===== config.mk =====
export PLATFORM = sky130hd
export DESIGN_NAME = circular_deque
export DESIGN_NICKNAME = d
export VERILOG_FILES = /design/src/rtl/core/dq_pkg.sv /design/src/rtl/core/dq_ctrl.sv /design/src/rtl/core/dq_dpath.sv /design/src/rtl/core/circular_deque.sv
export SDC_FILE = /design/constraint.sdc
export NUM_CORES = 1
export LEC_CHECK = 0
export CAP_MARGIN = 20
export CORE_ASPECT_RATIO = 0.5
export CORE_UTILIZATION = 30
export DETAILED_ROUTE_END_ITERATION = 7
export DONT_BUFFER_PORTS = 1
export SYNTH_ARGS = -nofsm -noshare
export SYNTH_HDL_FRONTEND = slang
export SYNTH_SLANG_ARGS = --single-unit

===== constraint.sdc =====
create_clock -name clk -period 7.85 [get_ports clk]
set_input_delay 1.1775 -clock clk [delete_from_list [all_inputs] [get_ports clk]]
set_output_delay 1.1775 -clock clk [all_outputs]
set_load 0.05 [all_outputs]

===== src/rtl/core/dq_pkg.sv =====
// ----------------------------------------------------------------------------
// dq_pkg
// Shared codes, widths and controller/datapath bundles for the ring deque.
// ----------------------------------------------------------------------------
package dq_pkg;

    localparam int WORD_W    = 32;
    localparam int CMD_W     = 3;
    localparam int ST_W      = 2;
    localparam int COUNT_W   = 5;
    localparam int DEPTH_DEF = 16;

    localparam logic [CMD_W-1:0] CMD_PUSH_BACK  = 3'd0;
    localparam logic [CMD_W-1:0] CMD_PUSH_FRONT = 3'd1;
    localparam logic [CMD_W-1:0] CMD_POP_BACK   = 3'd2;
    localparam logic [CMD_W-1:0] CMD_POP_FRONT  = 3'd3;
    localparam logic [CMD_W-1:0] CMD_PEEK       = 3'd4;

    localparam logic [ST_W-1:0] ST_DONE  = 2'd0;
    localparam logic [ST_W-1:0] ST_FULL  = 2'd1;
    localparam logic [ST_W-1:0] ST_EMPTY = 2'd2;

    localparam logic [WORD_W-1:0] WORD_MIN  = 32'h8000_0000;
    localparam logic [WORD_W-1:0] WORD_FILL = 32'hFFFF_FFFF;

    typedef struct packed {
        logic load;
        logic clr_wr;
        logic exec;
        logic view;
    } dq_ctrl_t;

    typedef struct packed {
        logic clr_last;
    } dq_stat_t;

endpackage


===== src/rtl/core/dq_ctrl.sv =====
// ----------------------------------------------------------------------------
// dq_ctrl
// Sequencer: clearing pass after reset, then update, read-back and result.
// ----------------------------------------------------------------------------
module dq_ctrl (
    input  logic             clk,
    input  logic             rst_n,
    input  logic             start,
    output logic             busy,
    output logic             done,
    output dq_pkg::dq_ctrl_t ctrl,
    input  dq_pkg::dq_stat_t stat
);

    localparam logic [2:0] S_CLEAR = 3'd0;
    localparam logic [2:0] S_IDLE  = 3'd1;
    localparam logic [2:0] S_EXEC  = 3'd2;
    localparam logic [2:0] S_VIEW  = 3'd3;
    localparam logic [2:0] S_RESP  = 3'd4;

    logic [2:0] state_reg;
    logic [2:0] state_next;
    logic       load;

    assign busy = (state_reg == S_CLEAR) || (state_reg == S_EXEC) || (state_reg == S_VIEW);
    assign done = (state_reg == S_RESP);
    assign load = start && !busy;

    assign ctrl.load   = load;
    assign ctrl.clr_wr = (state_reg == S_CLEAR);
    assign ctrl.exec   = (state_reg == S_EXEC);
    assign ctrl.view   = (state_reg == S_VIEW);

    always_comb
    begin
        state_next = state_reg;
        case (state_reg)
            S_CLEAR:
            begin
                if (stat.clr_last)
                begin
                    state_next = S_IDLE;
                end
            end
            S_IDLE, S_RESP:
            begin
                state_next = load ? S_EXEC : S_IDLE;
            end
            S_EXEC:
            begin
                state_next = S_VIEW;
            end
            S_VIEW:
            begin
                state_next = S_RESP;
            end
            default:
            begin
                state_next = S_CLEAR;
            end
        endcase
    end

    always_ff @(posedge clk or negedge rst_n)
    begin
        if (!rst_n)
        begin
            state_reg <= S_CLEAR;
        end
        else
        begin
            state_reg <= state_next;
        end
    end

endmodule


===== src/rtl/core/dq_dpath.sv =====
// ----------------------------------------------------------------------------
// dq_dpath
// Ring storage with one write and two registered read ports, head and count
// registers, index wrap logic and result registers.
// ----------------------------------------------------------------------------
module dq_dpath #(
    parameter int DEPTH = dq_pkg::DEPTH_DEF
) (
    input  logic                             clk,
    input  logic                             rst_n,
    input  dq_pkg::dq_ctrl_t                 ctrl,
    output dq_pkg::dq_stat_t                 stat,
    input  logic [dq_pkg::CMD_W-1:0]         command,
    input  logic signed [dq_pkg::WORD_W-1:0] push_data,
    output logic signed [dq_pkg::WORD_W-1:0] popped_data,
    output logic [dq_pkg::ST_W-1:0]          status,
    output logic signed [dq_pkg::WORD_W-1:0] front_value,
    output logic signed [dq_pkg::WORD_W-1:0] back_value,
    output logic [$clog2(DEPTH+1)-1:0]       count
);

    localparam int AW = $clog2(DEPTH);
    localparam int CW = $clog2(DEPTH + 1);
    localparam int SW = AW + 2;

    logic [dq_pkg::WORD_W-1:0] ring_mem [DEPTH];

    logic [dq_pkg::CMD_W-1:0]  cmd_reg;
    logic [dq_pkg::WORD_W-1:0] data_reg;
    logic [AW-1:0]             head_reg;
    logic [AW-1:0]             head_next;
    logic [CW-1:0]             count_reg;
    logic [CW-1:0]             count_next;
    logic [dq_pkg::ST_W-1:0]   status_reg;
    logic [dq_pkg::ST_W-1:0]   status_next;
    logic                      hit_reg;
    logic                      hit_next;
    logic [dq_pkg::WORD_W-1:0] popped_reg;
    logic [AW-1:0]             clr_idx_reg;
    logic [dq_pkg::WORD_W-1:0] rd_a_reg;
    logic [dq_pkg::WORD_W-1:0] rd_b_reg;

    logic                      full;
    logic                      empty;
    logic [SW-1:0]             tail_sum;
    logic [SW-1:0]             rear_sum;
    logic [AW-1:0]             tail_pos;
    logic [AW-1:0]             rear_pos;
    logic [AW-1:0]             head_inc;
    logic [AW-1:0]             head_dec;
    logic                      push_we;
    logic [AW-1:0]             push_addr;
    logic [AW-1:0]             pop_addr;
    logic                      we;
    logic [AW-1:0]             wr_addr;
    logic [dq_pkg::WORD_W-1:0] wr_data;
    logic [AW-1:0]             rd_a_addr;

    assign full  = (count_reg == CW'(DEPTH));
    assign empty = (count_reg == '0);

    // index wrap, sums stay below twice the depth
    assign head_inc = (head_reg == AW'(DEPTH - 1)) ? '0 : head_reg + AW'(1);
    assign head_dec = (head_reg == '0) ? AW'(DEPTH - 1) : head_reg - AW'(1);
    assign tail_sum = SW'(head_reg) + SW'(count_reg);
    assign tail_pos = (tail_sum >= SW'(DEPTH)) ? AW'(tail_sum - SW'(DEPTH)) : AW'(tail_sum);
    assign rear_sum = tail_sum - SW'(1);

    always_comb
    begin
        if (empty)
        begin
            rear_pos = head_dec;
        end
        else if (rear_sum >= SW'(DEPTH))
        begin
            rear_pos = AW'(rear_sum - SW'(DEPTH));
        end
        else
        begin
            rear_pos = AW'(rear_sum);
        end
    end

    always_comb
    begin
        head_next   = head_reg;
        count_next  = count_reg;
        status_next = dq_pkg::ST_DONE;
        hit_next    = 1'b0;
        push_we     = 1'b0;
        push_addr   = tail_pos;
        pop_addr    = head_reg;
        case (cmd_reg)
            dq_pkg::CMD_PUSH_BACK:
            begin
                if (full)
                begin
                    status_next = dq_pkg::ST_FULL;
                end
                else
                begin
                    push_we    = 1'b1;
                    count_next = count_reg + CW'(1);
                end
            end
            dq_pkg::CMD_PUSH_FRONT:
            begin
                push_addr = head_dec;
                if (full)
                begin
                    status_next = dq_pkg::ST_FULL;
                end
                else
                begin
                    push_we    = 1'b1;
                    head_next  = head_dec;
                    count_next = count_reg + CW'(1);
                end
            end
            dq_pkg::CMD_POP_BACK:
            begin
                pop_addr = rear_pos;
                if (empty)
                begin
                    status_next = dq_pkg::ST_EMPTY;
                end
                else
                begin
                    hit_next   = 1'b1;
                    count_next = count_reg - CW'(1);
                end
            end
            dq_pkg::CMD_POP_FRONT:
            begin
                if (empty)
                begin
                    status_next = dq_pkg::ST_EMPTY;
                end
                else
                begin
                    hit_next   = 1'b1;
                    head_next  = head_inc;
                    count_next = count_reg - CW'(1);
                end
            end
            default:
            begin
                status_next = dq_pkg::ST_DONE;
            end
        endcase
    end

    assign we        = ctrl.clr_wr || (ctrl.exec && push_we);
    assign wr_addr   = ctrl.clr_wr ? clr_idx_reg : push_addr;
    assign wr_data   = ctrl.clr_wr ? dq_pkg::WORD_FILL : data_reg;
    assign rd_a_addr = ctrl.view ? head_reg : pop_addr;

    assign stat.clr_last = (clr_idx_reg == AW'(DEPTH - 1));

    // ring storage
    always_ff @(posedge clk)
    begin
        if (we)
        begin
            ring_mem[wr_addr] <= wr_data;
        end
        rd_a_reg <= ring_mem[rd_a_addr];
        rd_b_reg <= ring_mem[rear_pos];
    end

    always_ff @(posedge clk)
    begin
        if (ctrl.load)
        begin
            cmd_reg  <= command;
            data_reg <= push_data;
        end
        if (ctrl.view)
        begin
            if (hit_reg)
            begin
                popped_reg <= rd_a_reg;
            end
            else if (status_reg == dq_pkg::ST_EMPTY)
            begin
                popped_reg <= dq_pkg::WORD_MIN;
            end
            else
            begin
                popped_reg <= '0;
            end
        end
    end

    always_ff @(posedge clk or negedge rst_n)
    begin
        if (!rst_n)
        begin
            head_reg    <= '0;
            count_reg   <= '0;
            status_reg  <= dq_pkg::ST_DONE;
            hit_reg     <= 1'b0;
            clr_idx_reg <= '0;
        end
        else
        begin
            if (ctrl.clr_wr)
            begin
                clr_idx_reg <= clr_idx_reg + AW'(1);
            end
            if (ctrl.exec)
            begin
                head_reg   <= head_next;
                count_reg  <= count_next;
                status_reg <= status_next;
                hit_reg    <= hit_next;
            end
        end
    end

    assign popped_data = popped_reg;
    assign status      = status_reg;
    assign front_value = rd_a_reg;
    assign back_value  = rd_b_reg;
    assign count       = count_reg;

endmodule


===== src/rtl/core/circular_deque.sv =====
// ----------------------------------------------------------------------------
// circular_deque
// Double-ended queue of signed 32-bit words in a ring of DEPTH entries.
// ----------------------------------------------------------------------------
// A command is taken when start is high and busy is low. Its result is
// shown for exactly one cycle, marked by done; the receiver cannot stall it.
// A new command may be started in the done cycle but not before it: busy
// stays high while the block updates the ring and indices, then lets the
// ring's registered read ports fetch the new front and back words. Then it
// presents the beat. After reset the block holds busy high while it fills
// the ring with -1.
module circular_deque #(
    parameter int DEPTH = dq_pkg::DEPTH_DEF
) (
    input  logic                             clk,
    input  logic                             rst_n,
    input  logic                             start,
    output logic                             busy,
    output logic                             done,
    input  logic [dq_pkg::CMD_W-1:0]         command,
    input  logic signed [dq_pkg::WORD_W-1:0] push_data,
    output logic signed [dq_pkg::WORD_W-1:0] popped_data,
    output logic [dq_pkg::ST_W-1:0]          status,
    output logic signed [dq_pkg::WORD_W-1:0] front_value,
    output logic signed [dq_pkg::WORD_W-1:0] back_value,
    output logic [dq_pkg::COUNT_W-1:0]       entry_count
);

    localparam int CW = $clog2(DEPTH + 1);

    dq_pkg::dq_ctrl_t ctrl;
    dq_pkg::dq_stat_t stat;
    logic [CW-1:0]    count;

    dq_ctrl u_ctrl (
        .clk   (clk),
        .rst_n (rst_n),
        .start (start),
        .busy  (busy),
        .done  (done),
        .ctrl  (ctrl),
        .stat  (stat)
    );

    dq_dpath #(
        .DEPTH (DEPTH)
    ) u_dpath (
        .clk         (clk),
        .rst_n       (rst_n),
        .ctrl        (ctrl),
        .stat        (stat),
        .command     (command),
        .push_data   (push_data),
        .popped_data (popped_data),
        .status      (status),
        .front_value (front_value),
        .back_value  (back_value),
        .count       (count)
    );

    assign entry_count = dq_pkg::COUNT_W'(count);

`ifndef SYNTH
    a_latency: assert property (@(posedge clk) disable iff (!rst_n)
        (start && !busy) |-> ##3 done)
        else $error("result beat not three cycles after accept");

    a_done_not_busy: assert property (@(posedge clk) disable iff (!rst_n)
        done |-> !busy)
        else $error("done while busy");

    a_count_range: assert property (@(posedge clk) disable iff (!rst_n)
        count <= CW'(DEPTH))
        else $error("count above depth");

    a_full_status: assert property (@(posedge clk) disable iff (!rst_n)
        (done && status == dq_pkg::ST_FULL) |-> count == CW'(DEPTH))
        else $error("full refusal with room left");
`endif

endmodule

==> impl_metrics.env <==
export IMPL_grt_pass1_vias=19400
export IMPL_ctsResizeCount=0
export IMPL_globalplace_congestion=0.836
export IMPL_path_clk_slew_ns=0.06
export IMPL_ff2ff_path_depth=11
export IMPL_finish_instance_area_um2=33700
export IMPL_critPathArrivalTime_ns=5.26
export IMPL_r2r_slack_ns=3.02
export IMPL_rows=81
export IMPL_grt_start_max_net_pins=166
export IMPL_layout_setup_ws_ns=3.02
export IMPL_slew_violations=0
export IMPL_fp_dieH_um=225
export IMPL_wl_um=87800
export IMPL_startpoint="u_dpath.count[0]"
export IMPL_multi_input_area_um2=10200
export IMPL_grt_first_pass_wirelength_um=128000
export IMPL_synth_ff_type="edfxtp_1"
export IMPL_slowest_stage="or2_4"
export IMPL_final_min_clock_period_ns=4.83
export IMPL_tightest_slew_ns=1.14
export IMPL_hold_path_class="input pin to asynchronous set/reset pin"
export IMPL_largest_reg_flops=512
export IMPL_wl_per_cell_um=23.2
export IMPL_io_buffers=0
export IMPL_period_share_pct=61.5
export IMPL_status="finished clean"
export IMPL_dp_hpwl_um=47200
export IMPL_crit_fanout=58
export IMPL_synthArstFlopShare_pct=2.87
export IMPL_cp_required_ns=8.28
export IMPL_fin_skew_ns=0.0247
export IMPL_ios=143
export IMPL_vias=20000
export IMPL_initial_utilization_pct=30.5
export IMPL_vias_per_cell=5.30
export IMPL_ys_ff_latch=662
export IMPL_areaGrowthSynthToFinish_pct=12.6
export IMPL_fp_dieArea_um2=101000
export IMPL_yosysWarnings=0
export IMPL_ys_seq_area_share_pct=63.9
export IMPL_nNetsFinal=2447
export IMPL_root_buffer="clkbuf_16"
export IMPL_track_usage_pct=16.8
export IMPL_cap_violations=0
export IMPL_hold_buffers=0
export IMPL_syn_area_per_cell_um2=12.3
export IMPL_final_cell_mix="nand2_1 (620), edfxtp_1 (579), mux2i_1 (290), nand3_1 (263), clkbuf_16 (72)"
export IMPL_die_width_um=449
export IMPL_path_class="flip-flop to flip-flop"
export IMPL_antenna_left=0
export IMPL_fp_coreArea_um2=98300
export IMPL_critical_path_endpoint="u_dpath.back_value[20]"
export IMPL_clockBufferDepth=3
export IMPL_clock_latency_ns=0.62
export IMPL_nFillCells=9572
export IMPL_grt_remaining_overflow=0
export IMPL_final_common_cell="nand2_1"
export IMPL_post_place_ws_ns=3.07
export IMPL_detail_route_iter0_violations=2150
export IMPL_firstDrtPassIters=5
export IMPL_setup_worst_path_start_class="flip-flop"
export IMPL_synth_edf_count=579
export IMPL_numCtsBuffers=69
export IMPL_holdWs_ns=0.266
export IMPL_crit_path_end_kind="flip-flop"
export IMPL_synthCells=2444
export IMPL_cts_tree="done"
export IMPL_crit_chain="ha_1 > fa_1 > inv_1 > ha_1 > xnor3_1 > a21oi_1 > or2_4 > buf_4 > nand3_1 > a32oi_1 > o221ai_1"
export IMPL_diodes=0
export IMPL_synth_cell_types=66
export IMPL_drc=0
export IMPL_top_register="u_dpath.ring_mem"
export IMPL_reg2reg_from="u_dpath.count[0]"
export IMPL_slew_headroom_pct=24.3
export IMPL_syn_nets=2494
export IMPL_clkSinkCount=662
export IMPL_cp_slowest_stage_delay_ns=0.83
export IMPL_cts_setup_buffers=0
export IMPL_placed_area_um2=31500
export IMPL_antenna_found_initial=5
export IMPL_register_area_um2=19100
export IMPL_setup_viol=0
export IMPL_fin_setup_tns_ns=0
export IMPL_htree_levels=3
export IMPL_clock_fmax_ghz=0.207
export IMPL_finalHoldViolCount=0
export IMPL_timing_critical_path_mode_cell="ha_1"
export IMPL_timing_rr_end="u_dpath.back_value[20]"
export IMPL_drive_gt1_share_pct=10.2
export IMPL_syn_area_um2=30000
export IMPL_rsz0062_at_grt="no"
==> critical path, delay by kind of cell (launching register included) <==
kind                     cells  cell delay, ns
AO/OA/AOI/OAI                3            0.85
XOR/XNOR                     1            0.33
adder cells (fa/ha/maj)      3            1.14
buffers and inverters        2            0.66
flip-flops                   1            0.66
AND/OR/NAND/NOR              2            0.99
==> cells in the mapped netlist, types with 7 or more instances <==
master    number  share of area (%)
a211o_1       24               0.70
a211oi_1      26               0.65
a21oi_1       23               0.38
a22oi_1       11               0.28
a32oi_1       31               0.91
and2_1        34               0.71
buf_1         10               0.13
buf_2         44               0.73
buf_4         12               0.30
clkbuf_1      94                1.2
dfrtp_1       19                1.6
dfxtp_1       64                4.3
edfxtp_1     579                 58
ha_1          10               0.42
inv_1         11               0.14
mux2_2         9               0.34
mux2i_1      290                9.7
mux4_2        19                1.4
nand2_1      622                7.8
nand2b_1       7               0.15
nand3_1      263                4.4
nand4_1       24               0.50
nor2_1        30               0.38
nor2b_1       25               0.52
o21ai_0       19               0.32
o221ai_1      32               0.94
or2_2         34               0.71
xnor2_1       10               0.29
==> how the worst min path moves through the flow <==
stage | startpoint | end | cells after the start
floorplan | u_dpath.clr_idx_reg[3] | u_dpath.clr_idx_reg[3] | 1
global placement | u_dpath.clr_idx_reg[3] | u_dpath.clr_idx_reg[3] | 1
detailed placement | u_dpath.clr_idx_reg[3] | u_dpath.clr_idx_reg[3] | 1
CTS | rst_n | u_dpath.count[4] | 0
global route | rst_n | u_dpath.count[4] | 0
finish | rst_n | u_dpath.count[4] | 0
==> metrics by stage <==
stage	cells	util [%]
2_1_floorplan	2444	-
6_report	3781	34.3
4_1_cts	3779	34.3
3_3_place_gp	3652	32.0
5_1_grt	3781	34.3
3_5_place_dp	3652	32.0
==> cell type report <==
| cell class | count | share of cell area [%] |
|---|---|---|
| Inverter | 13 | 0.145 |
| Timing Repair Buffer | 45 | 1.21 |
| Multi-Input combinational cell | 1606 | 30.4 |
| Sequential cell | 662 | 56.7 |
| Clock buffer | 99 | 5.85 |
| Clock inverter | 28 | 0.768 |
| Tap cell | 1328 | 4.92 |
==> cells by family after synthesis <==
kind of cell    after synthesis  synth area share [%]
xor+xnor                     18                 0.618
buf+inv                     176                  2.59
mux                         319                  11.5
flops                       662                  63.9
fa+ha+maj                    12                 0.551
compound gates              197                  5.10
simple gates               1060                  15.8
==> routing by layer <==
layer | vias to the layer above | wire (µm) | global-route usage, %
li1 | 8880 | - | -
met1 | 10100 | 36900 | 22.0
met2 | 839 | 41500 | 28.0
met3 | 171 | 6780 | 3.06
met4 | 8 | 2530 | 5.85
met5 | - | 59 | 0
Power is left out: the tool's default activity adds up to more than one toggle a clock period on the data nets, which glitch-free logic cannot reach.
